<file path="src/sv/ellspmv_pkg.sv">
`timescale 1ns / 1ps
package ellspmv_pkg;

    localparam int VEC_DEPTH = 4096;
    localparam int VEC_AW    = $clog2(VEC_DEPTH);

    localparam int CFG_IW = 2;
    localparam int CFG_DW = 16;

    localparam logic [CFG_IW-1:0] CFG_ROW_WIDTH = 2'd0;
    localparam logic [CFG_IW-1:0] CFG_ROW_COUNT = 2'd1;
    localparam logic [CFG_IW-1:0] CFG_VEC_LEN   = 2'd2;

    localparam logic CMD_LOAD = 1'b0;
    localparam logic CMD_SLOT = 1'b1;

    typedef struct packed {
        logic load_acc;
        logic slot_acc;
        logic mul_en;
        logic acc_en;
        logic finish;
    } t_dp_cmd;

    typedef struct packed {
        logic contrib;
        logic row_end;
        logic out_busy;
    } t_dp_sts;

endpackage

</file>
<file path="src/sv/ellspmv_ctrl.sv">
`timescale 1ns / 1ps
module ellspmv_ctrl
    import ellspmv_pkg::*;
(
    input  logic    i_clk,
    input  logic    i_rst_n,
    input  logic    i_in_valid,
    input  logic    i_command,
    output logic    o_in_ready,
    input  t_dp_sts i_sts,
    output t_dp_cmd o_cmd
);

    localparam logic [1:0] ST_IDLE = 2'd0;
    localparam logic [1:0] ST_MUL  = 2'd1;
    localparam logic [1:0] ST_ACC  = 2'd2;
    localparam logic [1:0] ST_FIN  = 2'd3;

    logic [1:0] r_state;
    logic [1:0] n_state;
    logic       w_acc;

    assign o_in_ready = (r_state == ST_IDLE);
    assign w_acc      = o_in_ready && i_in_valid;

    always_comb begin
        n_state = r_state;
        o_cmd   = '0;
        unique case (r_state)
            ST_IDLE: begin
                if (w_acc) begin
                    if (i_command == CMD_SLOT) begin
                        o_cmd.slot_acc = 1'b1;
                        n_state = i_sts.contrib ? ST_MUL : ST_FIN;
                    end else begin
                        o_cmd.load_acc = 1'b1;
                    end
                end
            end
            ST_MUL: begin
                o_cmd.mul_en = 1'b1;
                n_state = ST_ACC;
            end
            ST_ACC: begin
                o_cmd.acc_en = 1'b1;
                n_state = ST_FIN;
            end
            ST_FIN: begin
                if (!(i_sts.row_end && i_sts.out_busy)) begin
                    o_cmd.finish = 1'b1;
                    n_state = ST_IDLE;
                end
            end
            default: n_state = ST_IDLE;
        endcase
    end

    always_ff @(posedge i_clk) begin
        if (!i_rst_n) begin
            r_state <= ST_IDLE;
        end else begin
            r_state <= n_state;
        end
    end

endmodule

</file>
<file path="config.mk">
export PLATFORM = sky130hd
export DESIGN_NAME = ellspmv_ctrl
export DESIGN_NICKNAME = d
export VERILOG_FILES = /design/src/sv/ellspmv_pkg.sv /design/src/sv/ellspmv_ctrl.sv
export SDC_FILE = /design/constraint.sdc
export NUM_CORES = 1
export LEC_CHECK = 0
export BUFFER_PORTS_ARGS = -buffer_cell sky130_fd_sc_hd__buf_4
export CELL_PAD_IN_SITES_DETAIL_PLACEMENT = 1
export CELL_PAD_IN_SITES_GLOBAL_PLACEMENT = 2
export CORE_AREA = 2 2 39 41
export CTS_BUF_LIST = sky130_fd_sc_hd__clkbuf_2 sky130_fd_sc_hd__clkbuf_4 sky130_fd_sc_hd__clkbuf_8
export DETAILED_ROUTE_END_ITERATION = 8
export DIE_AREA = 0 0 41 43
export PLACE_DENSITY_LB_ADDON = 0.1
export SYNTH_ARGS = -nofsm -noshare
export SYNTH_HDL_FRONTEND = slang
export SYNTH_SLANG_ARGS = --single-unit
export TNS_END_PERCENT = 30
</file>
<file path="constraint.sdc">
create_clock -name i_clk -period 2.8 [get_ports i_clk]
set_clock_uncertainty 0.2 [all_clocks]
set_input_delay 0.28 -clock i_clk [delete_from_list [all_inputs] [get_ports i_clk]]
set_output_delay 0.28 -clock i_clk [all_outputs]
set_load 0.01 [all_outputs]
</file>
# [After elaboration in Yosys (flattened, before gate mapping)]
# Cells that the tools add are included.
[word_totals] romBits=0 register_bits=2 input_bits=7 mem_count=0 latchBits=0 out_inout_bits=6 mem_bits_rw=0 elab_cells=24
[op_classes] n_mul=0 div_mod_pow=0 n_bitwise=0 mux=13 reduce_logical=4 eq_ne=6 addsub=0 shifts=0 order_cmp=0
[ops] operator="$mux W2" n=6
[ops] operator="$pmux W2 S4" n=1
[ops] operator="$mux W1" n=6
[ops] operator="$eq A2 B2 Y1 const B" n=2
[ops] operator="$ne A2 B2 Y1 const B" n=2
[ops] operator="$reduce_and A3 Y1" n=1
[ops] operator="$eq A2 B1 Y1 const B" n=1
[ops] operator="$logic_and A1 B1 Y1" n=2
[ops] operator="$logic_not A2 Y1" n=1
[ops] operator="$ne A2 B1 Y1 const B" n=1

# [Longest topological paths before layout]
# Gate-level depths: netlist of the first run.
[logic_depth] depth_word=4 depth_mapped=5

# [Least setup slack after synthesis of the first run]
# No wires, ideal clock.
[synth_path] path_type="reg-to-reg" startpoint="register r_state[0]" endpoint="register r_state[1]" setup_slack_ps=1109 stages_incl_launch_ff=6 setup_time_ps=122 n_path_buf=0 arrival_ps=1369 required_time_ps=2478 cell_sequence="dfxtp_1 > inv_1 > ha_1 > a21boi_0 > or2_1 > o311a_1"
[synth_via] elab_chain_len=4
[synth_rtl] item="from (decl)" line_no="ellspmv_ctrl.sv:19" source="logic [1:0] r_state;"
[synth_rtl] item="from (signal assigned)" line_no="ellspmv_ctrl.sv:62" source="r_state <= n_state;"
[synth_rtl] item="$logic_not A2 Y1 (*)" line_no="ellspmv_ctrl.sv:23" source="assign o_in_ready = (r_state == ST_IDLE);"
[synth_rtl] item="net o_in_ready" line_no="ellspmv_ctrl.sv:9" source="output logic o_in_ready,"
[synth_rtl] item="$logic_and A1 B1 Y1" line_no="ellspmv_ctrl.sv:24" source="assign w_acc = o_in_ready && i_in_valid;"
[synth_rtl] item="$ne A2 B1 Y1 (no line)"
[synth_rtl] item="$reduce_and A3 Y1 (no line)"
# The timed path passes the listed nets; every way through them passes the cells marked *.
# A chain may end at the register's enable or synchronous reset.

# [Worst setup path after layout of the first run]
[layout_path] startpoint="register r_state[0]" endpoint="register r_state[1]"
[layout_via] elab_chain_len=4
[layout_rtl] item="$logic_not A2 Y1" line_no="ellspmv_ctrl.sv:23, ellspmv_ctrl.sv:29"
[layout_rtl] item="$logic_and A1 B1 Y1" line_no="ellspmv_ctrl.sv:24"
[layout_rtl] item="$ne A2 B1 Y1 (no line)"
[layout_rtl] item="$reduce_and A3 Y1 (no line)"
# Several ways; a longest one is shown, not always the timed one.

==> results of run 1 <==
-- per-stage QoR --
step,util (%),cell area (um2)
global route,24.05,332.8
floorplan,-,200.2
detailed placement,22.42,310.3
global placement,22.42,310.3
finish,24.05,332.8
CTS,24.05,332.8
-- cell families after synthesis --
family | after synthesis | synth area share, %
compound gates | 6 | 23.12
fa+ha+maj | 5 | 31.25
buf+inv | 2 | 3.751
flops | 2 | 20.00
simple gates | 7 | 21.87
-- layout make-up --
cell class	count	share of cell area, %
Multi-Input combinational cell	18	45.86
Timing Repair Buffer	12	27.07
Sequential cell	2	12.03
Clock buffer	3	6.767
Tap cell	16	6.015
Inverter	2	2.256
-- path summary, 6_finish.rpt --
path | end | slack, ps | depth (start not counted)
worst min-delay path | r_state[0] | 120 | 2
worst max-delay path | r_state[1] | 1020 | 5
worst min register to register | r_state[0] | 530 | 2
worst max register to register | r_state[1] | 1020 | 5
-- cell usage in the layout (no fill, tap or decap), drive strengths merged --
cell and instances:
a21boi 2, and3 2, buf 12, clkbuf 3
dfxtp 2, ha 5, inv 2, nand2 1
nor2 1, nor2b 2, o21ai 2, o311a 2
or2 1
-- power breakdown --
part	internal [uW]	switching [uW]
Clock	47.4	17.5
Combinational	108	102
Sequential	43.8	11.6
-- critical path, cell delays in order, from the launching register on --
cell      delay, ps
dfxtp_1         350
inv_1           100
ha_1            250
a21boi_0        150
or2_1           250
o311a_1         360
-- metal layers --
metal  GRT usage [%]  up-vias
li1                -      109
met1           9.265       97
met2           11.88        4
met3           4.712        0
met4           6.000        0
met5               0        -
==> flow_summary.toml, run 1 <==
[synth]
synth_sequential_area_ratio_pct = 20.00
synth.most_common_cell = "ha_1"
syn-num-nets = 34
synth_top_cell_area_share_pct = 31.25
synthCells = 22
ys_types = 13
ys_seq_elements = 2
synth_ff_type = "dfxtp_1"
yosysWarningCount = 0
synthesis.area_um2 = 200.2
synth-edff-count = 0
yosys-top-cells-area = "ha_1 (31%), dfxtp_1 (20%), a21boi_0 (7.5%), nor2b_1 (6.3%), and3_4 (5.6%)"
synth_top_cell_by_area = "ha_1"
async_reset_ff_share_pct = 0
avgSynthCellArea_um2 = 9.100

[floorplan]
rows = 14
die_x_um = 41
die_h_um = 43
core-area_um2 = 1384
die-area_um2 = 1763
io-pin-count = 13
start_util_pct = 14.47

[run_status]
status = "completed"

[grt]
grt_overflow_total = 0
grt_max_degree = 5
grt_pass1_wl_um = 931
grt_pass1_vias = 218
grtUsageTotal_pct = 8.517
antenna_found_initial = 0

[drt]
met2_length_um = 314
routed_wl_um = 543
wl_met1_um = 202
drc = 0
viasPerCell = 3.962
wl_per_cell_um = 10.25
vias = 210
route.met3.wl_um = 26
dr.pass1.iters = 4
ant_nets = 0
maxUsedRoutingLayer = "met3"
dr.first_iter.drc_count = 2

[place]
place.gp.congestion = 0.6557
portBuffers = 12
place_ws_ps = 1027
place_hpwl_um = 456.2
placed_cells_incl_taps = 50

[worst_setup_path]
critPathLaunch = "r_state[0]"
critPathKind = "flop to flop"
cp.required_ps = 2700
regToRegStartpoint = "r_state[0]"
crit_path_max_fanout = 4
arrival_ps = 1680
start_kind = "flop"
worst_setup_path_end_kind = "flop"

[sta]
rsz0062_at_grt = "false"
min_period_ps = 1780
hold_violations = 0
hold_ws_ps = 123.1
slew_violations = 0
max_freq_mhz = 561.8
max-slew-margin-rel_pct = 83.06
timing.setup.tns_ps = 0
setup_viol = 0
tightest_slew_ps = 251.8
timing.final.ws_setup_ps = 1020
period_share_pct = 63.57

[cells_and_area]
largest-register = "r_state"
diodes = 0
final_cell_count_no_fill = 53
n_fill_cell = 173
num-nets-final = 51
drive_gt1_share_pct = 45.95
seq_area_um2 = 40.04
reg_top3 = "r_state: 2 flops"
largest_register_ffs = 2
multiInputGateArea_um2 = 152.6
area_growth_pct = 66.25

[clocking]
post_cts_buffers = 0
cts_hold_buf = 0
numCtsBuffers = 3
clk_latency_ps = 230
clockBufferDepth = 2
cts-root-buf = "clkbuf_4"
clkSlewWorstSetupHoldPaths_ps = 30
cts_tree = "yes"
h-tree-depth = 1
clock-sinks = 2
cts_resized = 0

[pwr]
ir_worst_vdd_uv = 289.5
leakage_uw = 0.0001719
total_power_uw = 330.5
powerDensity_nw_per_um2 = 993.1

[worst_hold_path]
holdCritPathClass = "input port to flop"
hp-start = "i_rst_n"

[flow_run]
drv_cap = 0
Note: power is estimated with default switching activity, not from simulation.
==> run 2, diff against run 1 <==
==> constraint.sdc (replaced) <==
create_clock -name i_clk -period 1.65 [get_ports i_clk]
set_clock_uncertainty 0.2 [all_clocks]
set_input_delay 0.165 -clock i_clk [delete_from_list [all_inputs] [get_ports i_clk]]
set_output_delay 0.165 -clock i_clk [all_outputs]
set_load 0.01 [all_outputs]
==> flow_summary.toml, run 2 (synthesis gave the netlist of run 1 again) <==
[worst_setup_path]
critPathKind = "flop to flop"
crit_path_max_fanout = 3
start_kind = "flop"
arrival_ps = 1500
r2r_end = "r_state[0]"
critPathLaunch = "r_state[0]"
worst_setup_path_end_kind = "flop"
regToRegStartpoint = "r_state[0]"
cp.required_ps = 1550
reg2reg_depth = 5
r2r_setup_slack_ps = 50

[cells_and_area]
final_common_cell = "buf_4"
drive_gt1_share_pct = 56.10
reg_top3 = "r_state: 2 flops"
largest_register_ffs = 2
final_cell_count_no_fill = 57
utilization_pct = 26.76
area_growth_pct = 85.00
diodes = 0
num-nets-final = 55
fin_area_um2 = 370.4
final_cell_mix = "buf_4 (15), ha_1 (4), clkbuf_4 (3)"
largest-register = "r_state"
n_fill_cell = 162

[sta]
min_period_ps = 1599
hold_violations = 0
rsz0062_at_grt = "true"
max-slew-margin-rel_pct = 87.58
tightest_slew_ps = 184.4
period_share_pct = 96.88
timing.setup.tns_ps = 0
slew_violations = 0
max_freq_mhz = 625.6
setup_viol = 0
hold_ws_ps = 150.5

[worst_hold_path]
holdCritPathClass = "input port to flop"
holdPathEnd = "r_state[1]"
holdPathStages = 3
hp-start = "i_sts[2]"

[pwr]
powerDensity_nw_per_um2 = 1696
leakage_uw = 0.0001894
ir_worst_vdd_uv = 457.4

[grt]
grt_pass1_vias = 204
grt_pass1_wl_um = 869
grt_overflow_total = 0
met3_usage_pct = 3.141
antenna_found_initial = 0
grt_max_degree = 4
busiest_layer = "met2"
use_met1_pct = 8.917
use_met2_pct = 10.94
grtUsageTotal_pct = 7.808

[place]
portBuffers = 12
place.gp.congestion = 0.7073
place_area_um2 = 335.3
placed_cells_incl_taps = 53
place_hpwl_um = 454.2

[floorplan]
core-area_um2 = 1384
die_h_um = 43
die-area_um2 = 1763
io-pin-count = 13
die_x_um = 41
rows = 14
start_util_pct = 14.47

[clocking]
h-tree-depth = 1
cts-root-buf = "clkbuf_4"
cts_tree = "yes"
post_cts_buffers = 0
clkSlewWorstSetupHoldPaths_ps = 30
clk_latency_ps = 220
clock-sinks = 2
numCtsBuffers = 3
clockBufferDepth = 2

[drt]
routed_wl_um = 537
dr.pass1.iters = 1
dr.first_iter.drc_count = 0
vias = 219
viasPerCell = 3.842
ant_nets = 0
drc = 0
wl_per_cell_um = 9.421

[run_status]
status = "completed"

[flow_run]
drv_cap = 0
-- run 2: cell count changes in the layout (fill, tap and decap cells not counted) --
cell / delta
ha_1: -1
dfxtp_1: -2
buf_4: +3
dfxtp_2: +2
a21boi_1: +1
dlygate4sd3_1: +1
ha_2: +1
a21boi_0: -1
-- run 2: final cells by class --
cell class | count | area [um2] | share of cell area [%]
multi-input combinational | 18 | 155.1 | 41.89
inverter | 2 | 7.507 | 2.027
sequential | 2 | 42.54 | 11.49
clock buffer | 3 | 22.52 | 6.081
timing repair buffer | 16 | 122.6 | 33.11
tap | 16 | 20.02 | 5.405
-- run 2: how the worst max path moves through the flow --
stage          slack [ps]         end
2_1_floorplan          10  r_state[1]
3_3_place_gp           -5  r_state[0]
3_5_place_dp          -20  r_state[1]
4_1_cts                10  r_state[1]
5_1_grt               -20  r_state[0]
6_report               50  r_state[0]
-- run 2: stage by stage --
stage               total power (uW)  worst slack [ps]
floorplan                      322.6             12.28
global placement               520.7            -4.668
detailed placement             521.5            -24.98
CTS                            644.2             14.06
global route                   703.6            -17.04
finish                         628.1             51.49
-- run 2: metal layers --
metal | vias to the layer above | part of all wire (%)
met4 | 0 | 0
met3 | 0 | 3.2
met1 | 100 | 37
met5 | - | 0
li1 | 116 | -
met2 | 3 | 59
-- run 2: critical path: stages, from the launching register on --
cell and delay [ps]:
dfxtp_2 330, inv_1 60, ha_2 180, a21boi_1 140
or2_1 250, o311a_2 330
-- run 2: timing repair --
| item | 4_1_cts | 5_1_grt |
|---|---|---|
| hold buffers | 1 | 0 |
| pin swaps | 0 | 2 |
| setup endpoints to repair | 2 | 2 |
| gates resized for setup | 2 | 1 |
| endpoints found under the hold margin | 2 | 0 |
-- run 2: where the power goes --
part           switching (uW)  internal [uW]  total [uW]
Combinational             183            238         421
Sequential               21.6           80.0         102
Clock                    25.5           80.1         106
==> run 3, diff against run 2 <==
--- a/config.mk
+++ b/config.mk
@@ -12,6 +12,7 @@
 export CTS_BUF_LIST = sky130_fd_sc_hd__clkbuf_2 sky130_fd_sc_hd__clkbuf_4 sky130_fd_sc_hd__clkbuf_8
 export DETAILED_ROUTE_END_ITERATION = 8
 export DIE_AREA = 0 0 41 43
+export GPL_TIMING_DRIVEN = 0
 export PLACE_DENSITY_LB_ADDON = 0.1
 export SYNTH_ARGS = -nofsm -noshare
 export SYNTH_HDL_FRONTEND = slang
==> flow_summary.toml, run 3 (synthesis gave the netlist of run 1 again) <==
[cells_and_area]
final_cell_count_no_fill = 53
final_cell_mix = "buf_4 (12), ha_1 (3), clkbuf_4 (3)"
utilization_pct = 27.03
diodes = 0
fin_area_um2 = 374.1
largest-register = "r_state"
n_fill_cell = 169
final_common_cell = "buf_4"
largest_register_ffs = 2
reg_top3 = "r_state: 2 flops"
num-nets-final = 51
drive_gt1_share_pct = 67.57
area_growth_pct = 86.88

[flow_run]
drv_cap = 0

[sta]
hold_violations = 0
tightest_slew_ps = 171.2
setup_viol = 0
max-slew-margin-rel_pct = 88.47
hold_ws_ps = 4.296
rsz0062_at_grt = "false"
max_freq_mhz = 625.0
min_period_ps = 1600
period_share_pct = 96.96
slew_violations = 0

[place]
portBuffers = 12
place_hpwl_um = 457.9
place.gp.congestion = 0.6575
placed_cells_incl_taps = 50
place_area_um2 = 312.8

[drt]
wl_per_cell_um = 10.15
ant_nets = 0
routed_wl_um = 538
drc = 0
dr.first_iter.drc_count = 1
vias = 209
dr.pass1.iters = 2
viasPerCell = 3.943

[grt]
use_met1_pct = 8.307
grt_pass1_vias = 219
busiest_layer = "met2"
grt_max_degree = 5
met3_usage_pct = 1.571
use_met2_pct = 11.88
grt_pass1_wl_um = 883
grtUsageTotal_pct = 7.315
antenna_found_initial = 0
grt_overflow_total = 0

[worst_hold_path]
holdCritPathClass = "input port to flop"

[floorplan]
rows = 14
start_util_pct = 14.47
die-area_um2 = 1763
die_h_um = 43
io-pin-count = 13
core-area_um2 = 1384
die_x_um = 41

[pwr]
leakage_uw = 0.0001799
total_power_uw = 664.9
ir_worst_vdd_uv = 584.0
powerDensity_nw_per_um2 = 1777

[clocking]
post_cts_buffers = 0
cts_hold_buf = 0
clkSlewWorstSetupHoldPaths_ps = 30
clock-sinks = 2
numCtsBuffers = 3
cts-root-buf = "clkbuf_4"
cts_tree = "yes"
clockBufferDepth = 2
h-tree-depth = 1
clk_latency_ps = 220

[worst_setup_path]
cp.required_ps = 1550
arrival_ps = 1500
critPathKind = "flop to flop"
start_kind = "flop"
crit_path_max_fanout = 3
worst_setup_path_end_kind = "flop"

[run_status]
status = "completed"
-- run 3: cell types whose count changed in the layout (fill, tap and decap cells not counted), moves of 2 or more --
cell	change
buf_4	-3
dfxtp_2	-2
dfxtp_4	+2
inv_1	-2
inv_4	+2
-- run 3: metrics by stage --
| stage | setup WS (ps) | TNS, ps |
|---|---|---|
| floorplan | 12.28 | 0 |
| global placement | -76.91 | -129.7 |
| detailed placement | -120.9 | -210.3 |
| CTS | 10.37 | 0 |
| global route | 14.63 | 0 |
| finish | 50.08 | 0 |
-- run 3: area by class of cell --
| cell class | count | area (um2) | share of cell area, % |
|---|---|---|---|
| well taps | 16 | 20.02 | 5.351 |
| clock buffers | 3 | 22.52 | 6.020 |
| multi-input cells | 18 | 181.4 | 48.49 |
| inverters | 2 | 12.51 | 3.344 |
| repair buffers | 12 | 90.09 | 24.08 |
| flip-flops and latches | 2 | 47.55 | 12.71 |
-- run 3: path summary, 6_finish.rpt --
check,end,from,slack (ps),depth (start not counted)
worst min-delay path,r_state[0],i_rst_n,4,2
worst max register to register,r_state[0],r_state[0],50,4
worst min register to register,r_state[0],r_state[0],470,3
worst max-delay path,r_state[0],r_state[0],50,4
-- run 3: repair_timing --
item                                    in CTS  in global routing
pin swaps                                    2                  1
endpoints found under the setup margin       2                  2
resized for setup                            6                  8
gates cloned                                 0                  0
-- run 3: where the power goes --
group / total (uW) / switching, uW / internal [uW]
clock: 105 / 24.7 / 80.0
sequential: 123 / 33.4 / 90.1
combinational: 437 / 192 / 245
total: 665 / 250 / 415
-- run 3: critical path, stage by stage, from the launching register on --
cell and delay, ps:
dfxtp_4 350, ha_2 180, and3_4 180, or2_4 250, o311a_2 330
-- run 3: metal layers --
layer / part of all wire, % / vias up
met4: 0 / 0
met1: 41 / 99
met3: 2.6 / 0
met2: 56 / 3
li1: - / 107
met5: 0 / -
